==> config.mk <==
export PLATFORM = sky130hd
export DESIGN_NAME = xmodem_checksum_receiver_unit_flat
export DESIGN_NICKNAME = d
export VERILOG_FILES = /design/src/xcr_pkg.sv /design/src/xcr_if.sv /design/src/xcr_datapath.sv /design/src/xcr_controller.sv /design/src/xmodem_checksum_receiver_unit.sv /design/src/flat_wrapper.sv
export SDC_FILE = /design/constraint.sdc
export NUM_CORES = 2
export LEC_CHECK = 0
export ABC_AREA = 1
export BUFFER_PORTS_ARGS = -buffer_cell sky130_fd_sc_hd__buf_2
export CAP_MARGIN = 5
export CORE_MARGIN = 2
export CORE_UTILIZATION = 35
export DETAILED_ROUTE_END_ITERATION = 6
export GPL_ROUTABILITY_DRIVEN = 0
export SLEW_MARGIN = 20
export SYNTH_ARGS = -nofsm -noshare
export SYNTH_HDL_FRONTEND = slang
export SYNTH_SLANG_ARGS = --single-unit
==> constraint.sdc <==
create_clock -name clk -period 4.9 [get_ports clk]
set_input_delay 0.245 -clock clk [delete_from_list [all_inputs] [get_ports clk]]
set_output_delay 0.245 -clock clk [all_outputs]
set_load 0.01 [all_outputs]
==> src/xcr_pkg.sv <==
// Shared types and constants of the XMODEM checksum receiver.
package xcr_pkg;

  localparam logic [7:0] BYTE_SOH = 8'h01;
  localparam logic [7:0] BYTE_EOT = 8'h04;
  localparam logic [7:0] BYTE_ACK = 8'h06;
  localparam logic [7:0] BYTE_NAK = 8'h15;

  localparam logic [31:0] BASE_RESET    = 32'd0;
  localparam logic [15:0] TIMEOUT_RESET = 16'd1000;
  localparam logic [7:0]  JUNK_RESET    = 8'd10;

  typedef enum logic [1:0] {
    FUNC_START = 2'd0,
    FUNC_BYTE  = 2'd1,
    FUNC_TICK  = 2'd2
  } xcr_func_t;

  typedef enum logic [1:0] {
    REG_BASE    = 2'd0,
    REG_TIMEOUT = 2'd1,
    REG_JUNK    = 2'd2
  } xcr_reg_t;

  typedef struct packed {
    logic [1:0] func;
    logic [7:0] rx_byte;
  } xcr_item_t;

  typedef struct packed {
    logic        kind;
    logic [7:0]  tx_byte;
    logic [31:0] write_address;
    logic [31:0] write_word;
    logic        finished;
    logic        last;
  } xcr_result_t;

  // Controller to datapath.
  typedef struct packed {
    logic attempt_clr;
    logic wp_load;
    logic tick_inc;
    logic junk_inc;
    logic frame_clr;
    logic frame_byte;
    logic word_clr;
    logic word_adv;
    logic rd_en;
    logic out_ctrl;
    logic out_nak;
    logic out_fin;
    logic out_word;
  } xcr_cmd_t;

  // Datapath to controller.
  typedef struct packed {
    logic soh;
    logic eot;
    logic junk_hit;
    logic tick_hit;
    logic frame_end;
    logic frame_good;
    logic word_last;
    logic slot_free;
  } xcr_stat_t;

endpackage

==> src/xcr_if.sv <==
// Valid/ready channel interfaces for input items and result items.
interface xcr_item_if import xcr_pkg::*; ();
  logic      valid;
  logic      ready;
  xcr_item_t data;

  modport source (output valid, output data, input ready);
  modport sink (input valid, input data, output ready);
endinterface

interface xcr_result_if import xcr_pkg::*; ();
  logic        valid;
  logic        ready;
  xcr_result_t data;

  modport source (output valid, output data, input ready);
  modport sink (input valid, input data, output ready);
endinterface

==> src/xcr_datapath.sv <==
// Datapath: config registers, counters, frame buffer and result register.
module xcr_datapath import xcr_pkg::*; #(
  parameter int DATA_BYTES = 128
) (
  input  logic        clk,
  input  logic        rst,
  input  logic        cfg_we,
  input  logic [1:0]  cfg_index,
  input  logic [31:0] cfg_data,
  input  logic [7:0]  rx_byte,
  input  xcr_cmd_t    cmd,
  output xcr_stat_t   stat,
  input  logic        out_ready,
  output logic        out_valid,
  output xcr_result_t out_data
);

  localparam int WORDS     = DATA_BYTES / 4;
  localparam int WORD_W    = $clog2(WORDS);
  localparam int FI_W      = $clog2(DATA_BYTES + 3);
  localparam int FRAME_END = DATA_BYTES + 2;

  logic [31:0]       base_address;
  logic [15:0]       timeout_ticks;
  logic [7:0]        max_junk;
  logic [FI_W-1:0]   frame_index;
  logic [7:0]        block_number;
  logic [7:0]        block_complement;
  logic [7:0]        running_sum;
  logic [15:0]       tick_count;
  logic [7:0]        junk_count;
  logic [31:0]       write_pointer;
  logic [31:0]       assembly;
  logic [31:0]       data_store [WORDS];
  logic [WORD_W-1:0] rd_idx;
  logic [31:0]       rd_data;

  logic [15:0]       tick_sum;
  logic [7:0]        junk_sum;
  logic [FI_W-1:0]   pos;
  logic [WORD_W-1:0] wr_idx;
  logic              data_pos;
  logic              word_done;

  assign tick_sum  = tick_count + 16'd1;
  assign junk_sum  = junk_count + 8'd1;
  assign pos       = frame_index - FI_W'(2);
  assign wr_idx    = pos[WORD_W+1:2];
  assign data_pos  = (frame_index >= FI_W'(2)) && (frame_index < FI_W'(FRAME_END));
  // fourth byte of a word: position mod 4 is three
  assign word_done = cmd.frame_byte && data_pos && (pos[1:0] == 2'b11);

  always_comb begin
    stat.soh        = (rx_byte == BYTE_SOH);
    stat.eot        = (rx_byte == BYTE_EOT);
    stat.junk_hit   = (junk_sum >= max_junk);
    stat.tick_hit   = (tick_sum >= timeout_ticks);
    stat.frame_end  = (frame_index == FI_W'(FRAME_END));
    stat.frame_good = (block_number == ~block_complement) && (rx_byte == running_sum);
    stat.word_last  = (rd_idx == WORD_W'(WORDS - 1));
    stat.slot_free  = !out_valid || out_ready;
  end

  always_ff @(posedge clk) begin
    if (rst) begin
      base_address  <= BASE_RESET;
      timeout_ticks <= TIMEOUT_RESET;
      max_junk      <= JUNK_RESET;
      frame_index   <= '0;
      running_sum   <= '0;
      tick_count    <= '0;
      junk_count    <= '0;
      write_pointer <= '0;
      rd_idx        <= '0;
      out_valid     <= 1'b0;
    end else begin
      if (cfg_we) begin
        unique case (cfg_index)
          REG_BASE:    base_address  <= cfg_data;
          REG_TIMEOUT: timeout_ticks <= cfg_data[15:0];
          REG_JUNK:    max_junk      <= cfg_data[7:0];
          default:     ;
        endcase
      end

      if (cmd.attempt_clr) begin
        tick_count  <= '0;
        junk_count  <= '0;
        frame_index <= '0;
        running_sum <= '0;
      end else begin
        if (cmd.tick_inc) tick_count <= tick_sum;
        if (cmd.junk_inc) junk_count <= junk_sum;
        if (cmd.frame_clr) begin
          frame_index <= '0;
          running_sum <= '0;
        end else if (cmd.frame_byte) begin
          frame_index <= frame_index + FI_W'(1);
          if (data_pos) running_sum <= running_sum + rx_byte;
        end
      end

      if (cmd.wp_load) begin
        write_pointer <= base_address;
      end else if (cmd.out_word) begin
        write_pointer <= write_pointer + 32'd4;
      end

      if (cmd.word_clr) begin
        rd_idx <= '0;
      end else if (cmd.word_adv) begin
        rd_idx <= rd_idx + WORD_W'(1);
      end

      if (cmd.out_ctrl || cmd.out_word) begin
        out_valid <= 1'b1;
      end else if (out_ready) begin
        out_valid <= 1'b0;
      end
    end
  end

  // Header bytes and word assembly.
  always_ff @(posedge clk) begin
    if (cmd.frame_byte) begin
      if (frame_index == FI_W'(0)) begin
        block_number <= rx_byte;
      end else if (frame_index == FI_W'(1)) begin
        block_complement <= rx_byte;
      end else if (data_pos) begin
        assembly <= {rx_byte, assembly[31:8]};
      end
    end
  end

  always_ff @(posedge clk) begin
    if (word_done) data_store[wr_idx] <= {rx_byte, assembly[31:8]};
    if (cmd.rd_en) rd_data <= data_store[rd_idx];
  end

  always_ff @(posedge clk) begin
    if (cmd.out_ctrl) begin
      out_data.kind          <= 1'b0;
      out_data.tx_byte       <= cmd.out_nak ? BYTE_NAK : BYTE_ACK;
      out_data.write_address <= '0;
      out_data.write_word    <= '0;
      out_data.finished      <= cmd.out_fin;
      out_data.last          <= 1'b1;
    end else if (cmd.out_word) begin
      out_data.kind          <= 1'b1;
      out_data.tx_byte       <= '0;
      out_data.write_address <= write_pointer;
      out_data.write_word    <= rd_data;
      out_data.finished      <= 1'b0;
      out_data.last          <= 1'b0;
    end
  end

endmodule

==> src/xcr_controller.sv <==
// Controller: protocol phase and the word burst sequencer.
module xcr_controller import xcr_pkg::*; (
  input  logic       clk,
  input  logic       rst,
  input  logic       in_valid,
  input  logic [1:0] func,
  input  xcr_stat_t  stat,
  output logic       in_ready,
  output xcr_cmd_t   cmd
);

  typedef enum logic [2:0] {
    S_IDLE,
    S_DISCARD,
    S_WAIT,
    S_FRAME,
    S_DONE,
    S_READ,
    S_LOAD,
    S_ACK
  } state_t;

  state_t state;
  state_t state_next;
  logic   accept;

  always_comb begin
    case (state) inside
      S_READ, S_LOAD, S_ACK: in_ready = 1'b0;
      default:               in_ready = stat.slot_free;
    endcase
  end

  assign accept = in_valid && in_ready;

  always_comb begin
    cmd        = '0;
    state_next = state;
    if (accept) begin
      unique case (func)
        FUNC_START: begin
          cmd.wp_load     = 1'b1;
          cmd.attempt_clr = 1'b1;
          cmd.out_ctrl    = 1'b1;
          cmd.out_nak     = 1'b1;
          state_next      = S_DISCARD;
        end
        FUNC_BYTE: begin
          case (state)
            S_DISCARD: begin
              cmd.attempt_clr = 1'b1;
              state_next      = S_WAIT;
            end
            S_WAIT: begin
              if (stat.soh) begin
                cmd.frame_clr = 1'b1;
                state_next    = S_FRAME;
              end else if (stat.eot) begin
                cmd.out_ctrl = 1'b1;
                cmd.out_fin  = 1'b1;
                state_next   = S_DONE;
              end else begin
                cmd.junk_inc = 1'b1;
                if (stat.junk_hit) begin
                  cmd.attempt_clr = 1'b1;
                  cmd.out_ctrl    = 1'b1;
                  cmd.out_nak     = 1'b1;
                end
              end
            end
            S_FRAME: begin
              if (stat.frame_end) begin
                cmd.attempt_clr = 1'b1;
                if (stat.frame_good) begin
                  cmd.word_clr = 1'b1;
                  state_next   = S_READ;
                end else begin
                  cmd.out_ctrl = 1'b1;
                  cmd.out_nak  = 1'b1;
                  state_next   = S_WAIT;
                end
              end else begin
                cmd.frame_byte = 1'b1;
              end
            end
            default: ;
          endcase
        end
        FUNC_TICK: begin
          case (state) inside
            S_DISCARD, S_WAIT, S_FRAME: begin
              cmd.tick_inc = 1'b1;
              if (stat.tick_hit) begin
                cmd.attempt_clr = 1'b1;
                state_next      = S_WAIT;
                // a timeout in the discard phase ends it silently
                if (state != S_DISCARD) begin
                  cmd.out_ctrl = 1'b1;
                  cmd.out_nak  = 1'b1;
                end
              end
            end
            default: ;
          endcase
        end
        default: ;
      endcase
    end else begin
      case (state)
        S_READ: begin
          cmd.rd_en  = 1'b1;
          state_next = S_LOAD;
        end
        S_LOAD: begin
          if (stat.slot_free) begin
            cmd.out_word = 1'b1;
            cmd.word_adv = 1'b1;
            state_next   = stat.word_last ? S_ACK : S_READ;
          end
        end
        S_ACK: begin
          if (stat.slot_free) begin
            cmd.out_ctrl = 1'b1;
            state_next   = S_WAIT;
          end
        end
        default: ;
      endcase
    end
  end

  always_ff @(posedge clk) begin
    if (rst) begin
      state <= S_IDLE;
    end else begin
      state <= state_next;
    end
  end

endmodule

==> src/xmodem_checksum_receiver_unit.sv <==
// Top level of the XMODEM receiver with 8-bit checksum.
//
// Channels: items carries commands (start, received byte, tick) and results
// carries control bytes to transmit and data words to write; both move one
// transaction when valid and ready are high at a clock edge. Registers are
// written through cfg_we / cfg_index / cfg_data while the unit is idle;
// the user must keep to this, the unit does not enforce it. A NAK, or the
// ACK of an EOT, shows its result the cycle after its item is taken. Items
// are taken one per cycle, outside a word burst, while the result register
// is free or being drained in the same cycle. A good frame answers with
// DATA_BYTES/4 words and then an ACK; each word is a frame-buffer read and
// a result load, and no items are taken while the burst runs.
// A stalled receiver on results holds the current result and stops items
// and the burst until it is taken.
// Reset (rst, synchronous) restores the register defaults, leaves the unit
// idle until a start item, and empties the result register.
module xmodem_checksum_receiver_unit import xcr_pkg::*; #(
  parameter int DATA_BYTES = 128
) (
  input  logic          clk,
  input  logic          rst,
  xcr_item_if.sink      items,
  xcr_result_if.source  results,
  input  logic          cfg_we,
  input  logic [1:0]    cfg_index,
  input  logic [31:0]   cfg_data
);

  xcr_cmd_t    cmd;
  xcr_stat_t   stat;
  logic        in_ready;
  logic        out_valid;
  xcr_result_t out_data;

  xcr_controller u_ctrl (
    .clk      (clk),
    .rst      (rst),
    .in_valid (items.valid),
    .func     (items.data.func),
    .stat     (stat),
    .in_ready (in_ready),
    .cmd      (cmd)
  );

  xcr_datapath #(
    .DATA_BYTES (DATA_BYTES)
  ) u_dp (
    .clk       (clk),
    .rst       (rst),
    .cfg_we    (cfg_we),
    .cfg_index (cfg_index),
    .cfg_data  (cfg_data),
    .rx_byte   (items.data.rx_byte),
    .cmd       (cmd),
    .stat      (stat),
    .out_ready (results.ready),
    .out_valid (out_valid),
    .out_data  (out_data)
  );

  assign items.ready   = in_ready;
  assign results.valid = out_valid;
  assign results.data  = out_data;

endmodule

==> src/flat_wrapper.sv <==
// flat-port wrapper written by rule: the top's interface ports become plain ports
module xmodem_checksum_receiver_unit_flat import xcr_pkg::*;
#(
  parameter int DATA_BYTES = 128
)
  (clk, rst, cfg_we, cfg_index, cfg_data, items_valid, items_data, items_ready, results_valid, results_data, results_ready);
  xcr_item_if items_i ();
  xcr_result_if results_i ();
  input  logic clk;
  input  logic rst;
  input  logic cfg_we;
  input  logic [1:0] cfg_index;
  input  logic [31:0] cfg_data;
  input wire logic [$bits(items_i.valid)-1:0] items_valid;
  input wire logic [$bits(items_i.data)-1:0] items_data;
  output wire logic [$bits(items_i.ready)-1:0] items_ready;
  output wire logic [$bits(results_i.valid)-1:0] results_valid;
  output wire logic [$bits(results_i.data)-1:0] results_data;
  input wire logic [$bits(results_i.ready)-1:0] results_ready;
  assign items_i.valid = items_valid;
  assign items_i.data = items_data;
  assign items_ready = items_i.ready;
  assign results_valid = results_i.valid;
  assign results_data = results_i.data;
  assign results_i.ready = results_ready;
  xmodem_checksum_receiver_unit #(.DATA_BYTES(DATA_BYTES)) u_core (.clk(clk), .rst(rst), .items(items_i), .results(results_i), .cfg_we(cfg_we), .cfg_index(cfg_index), .cfg_data(cfg_data));
endmodule
==> metrics.yaml <==
sta:
  finalCritPeriodShare: 0.767
  rsz0062_at_grt: "false"
  holdWs_ns: 0.0602
  relSlewSlack: 0.245
  finalSetupTns_ns: 0
  post-route-min-period_ns: 3.76
  fin_skew_ns: 0.0259
  clock.fmax_mhz: 266
  setup_viol: 0
  worst_pin_slew_ns: 1.13
  finalHoldViolations: 0
  slew_violations: 0
route:
  viasPerCell: 5.28
  drt_pass1_iterations: 6
  vias: 35533
  avgRoutedWirePerCell_um: 21.5
  drt_iter0_markers: 4046
  drc: 0
  routed_wl_um: 144000
  antenna_left: 0
pwr:
  leakage_nw: 20.5
  sequentialPowerShare: 0.525
  intPower_mw: 18.1
  total_power_mw: 23.3
  p_comb_frac: 0.049
  clockPowerShare: 0.426
  p_sw_frac: 0.224
  ir_worst_vdd_v: 0.000330
  power-per-cell-area_nw_per_um2: 385
  p_sw_mw: 5.21
cts:
  htreeDepth: 4
  cts_sinks: 1303
  clock_path_buffers: 3
  clk_pin_slew_ns: 0.06
  numCtsBuffers: 136
  worstSkewPairLatency_ns: 0.77
  cts_tree: "yes"
  root_buffer: "clkbuf_16"
die:
  ios: 126
  die_area_um2: 153000
  coreArea_um2: 149000
  die_w_um: 391
  die_h_um: 391
  placementRows: 142
  initial_utilization: 0.351
global_routing:
  grtUsageMet1: 0.254
  met2_usage: 0.300
  grt_use_met3: 0.0304
  grt_pass1_vias: 33904
  grt.busiest_layer: "met2"
  grt_max_degree: 143
  overflow: 0
  grt_pass1_wl_um: 215000
  track_usage: 0.186
  antenna_found_initial: 9
final_layout:
  nets: 4696
  nFillCells: 13973
  syn_to_final_growth_pct: 15.3
  final_cells: 6724
  ff_latch_area_um2: 37100
  drive_gt1_frac: 0.104
  multi_input_area_um2: 13700
synth:
  muxShareOfSynthArea: 0.000762
  synth_common_cells: "1,100 x edfxtp_1, 832 x nor2_1, 732 x o21ai_0"
  synth_top_area_frac: 0.629
  synth_edf_count: 1100
  synth_fa_ha_area_frac: 0.0116
  syn_area_per_cell_um2: 11.7
  yosysMostFrequentCell: "edfxtp_1"
  synthSimpleGateAreaFrac: 0.104
  synth_top_family_by_area: "compound AO/OA/AOI/OAI gates"
  seq_area_frac_synth: 0.706
  yosysWarnings: 0
  synth_area_um2: 52500
  synth.top_cells.by_area: "edfxtp_1 63%, dfxtp_1 7.7%, o21ai_0 7.0%, nor2_1 5.9%, nand2_1 2.5%"
  synth_area_leader_cell: "edfxtp_1"
  synth-compound-area-share: 0.129
  synth_flop_cell: "edfxtp_1"
  async_reset_ff_frac: 0
  synth_cells: 4473
  ys_ff_latch: 1303
  synth_cell_types: 47
  synth_xor_area_frac: 0.00917
setup_path:
  cp_data_arrival_time_ns: 4.39
  rr_endpoint: "u_core.u_dp.out_data[67]$_DFFE_PP_"
  worstReg2RegStart: "u_core.u_dp.tick_count[0]$_SDFFE_PP0P_"
  endpoint_kind: "flop"
  startpoint_type: "flop"
  worstPathMaxFanout: 44
  required_ns: 5.53
  regToRegSetupSlack_ns: 1.14
  crit_type: "flop to flop"
  r2r_cells: 23
  cp-startpoint: "u_core.u_dp.tick_count[0]$_SDFFE_PP0P_"
worst_hold_path:
  min_path_cells: 3
  min_to: "u_core.u_dp.max_junk[5]$_SDFFE_PP0P_"
  hold_class: "primary input to flop"
  hp-start: "cfg_we"
place:
  post-dp-hpwl_um: 82100
  dp_cells: 6426
  port_buffers: 121
flow_run:
  drv_cap: 0
outcome:
  outcome: "completed"
## cells in the final DEF (no fill, tap or decap), types with 29 or more instances in the layout
cell and n:
dlygate4sd3_1 41, nand2_1 351, edfxtp_1 1100, dfxtp_1 198, clkbuf_16 138, o22ai_1 135
xor2_1 47, clkinv_1 36, buf_4 79, nor2_4 36, o211ai_1 41, clkbuf_1 29
ha_1 47, nand3_1 100, inv_1 209, nor2_1 797, a21oi_1 103, buf_2 121
o221ai_1 132, o21ai_0 732
## flip-flops by register name (all words and copies together), names as in the netlist
| name | flops |
|---|---|
| u_core.u_dp.write_pointer | 32 |
| u_core.u_dp.max_junk | 8 |
| u_core.u_ctrl.state | 3 |
| u_core.u_dp.timeout_ticks | 16 |
| u_core.u_dp.frame_index | 8 |
| u_core.u_dp.rd_data | 32 |
| u_core.u_dp.data_store | 1024 |
| u_core.u_dp.assembly | 24 |
| u_core.u_dp.base_address | 32 |
| u_core.u_dp.out_data | 70 |
| u_core.u_dp.junk_count | 8 |
| u_core.u_dp.rd_idx | 5 |
| u_core.u_dp.block_complement | 8 |
| u_core.u_dp.out_valid | 1 |
| u_core.u_dp.tick_count | 16 |
| u_core.u_dp.block_number | 8 |
| u_core.u_dp.running_sum | 8 |
## routing by layer
metal	routed length, um	vias up
met5	54	-
met3	10700	239
li1	-	16381
met4	3990	8
met2	68000	1361
met1	61500	17544
## stage by stage
| step | util | setup WS (ns) | instance area (um2) |
|---|---|---|---|
| 4_1_cts | 0.404 | 1.10 | 60400 |
| 3_3_place_gp | 0.373 | 1.11 | 55700 |
| 6_report | 0.405 | 1.14 | 60500 |
| 5_1_grt | 0.405 | 0.676 | 60500 |
| 3_5_place_dp | 0.373 | 1.12 | 55700 |
| 2_1_floorplan | - | 1.50 | 52500 |
## power groups by stage
stage	registers (mW)	clock network, mW	logic [mW]
2_1_floorplan	12.5	0	0.596
3_3_place_gp	12.5	0	1.10
3_5_place_dp	12.5	0	1.12
4_1_cts	12.2	10.1	1.15
5_1_grt	12.2	10.5	1.28
6_report	12.2	9.92	1.15
## how the worst max path moves through the flow
stage	slack [ns]	end	cells after the start
after global placement	1.11	u_core.u_dp.out_data[67]$_DFFE_PP_	23
after CTS	1.10	u_core.u_dp.out_data[67]$_DFFE_PP_	23
after global routing	0.68	u_core.u_dp.out_data[67]$_DFFE_PP_	23
after detailed placement	1.12	u_core.u_dp.out_data[67]$_DFFE_PP_	23
after floorplan	1.50	u_core.u_dp.data_store[12][0]$_DFFE_PP_	13
final	1.14	u_core.u_dp.out_data[67]$_DFFE_PP_	23
## critical path, cell delays in order (launching register included)
cell and delay [ns]:
dfxtp_1 0.40, ha_1 0.20, nand2_1 0.06, nor2_1 0.24, nand3_1 0.19, inv_1 0.09, nand2_1 0.05, nor2_1 0.15
nand3_1 0.11, xor2_1 0.17, ha_1 0.28, nand2_1 0.04, inv_1 0.07, nand3_1 0.09, nor3_1 0.23, nand2_1 0.08
nand3_1 0.18, nand2_1 0.10, nand3_1 0.09, nand2_1 0.10, o21ai_4 0.11, buf_4 0.42, nand2_1 0.11, inv_1 0.08
## timing repair
| item | in CTS | in global routing |
|---|---|---|
| endpoints found under the hold margin | 72 | 0 |
| hold buffers | 41 | 0 |
| buffers inserted | 0 | 0 |
| gates resized for setup | 0 | 0 |
| setup endpoints to repair | 0 | 0 |
## cell type report
type,instances,area share
well taps,2016,0.0417
clock buffers,168,0.0591
multi-input cells,2666,0.226
flip-flops and latches,1303,0.613
diodes,2,0.0000827
repair buffers,266,0.0344
inverters,226,0.0144
clock inverters,77,0.0113
## logic make-up after synthesis
kind of cell | count (synthesis)
AO/OA/AOI/OAI | 1193
XOR/XNOR | 55
adder cells (fa/ha/maj) | 48
buffers and inverters | 507
flip-flops | 1303
multiplexers | 4
other | 1
AND/OR/NAND/NOR | 1362
No activity file was read; power rests on OpenSTA's default activity.
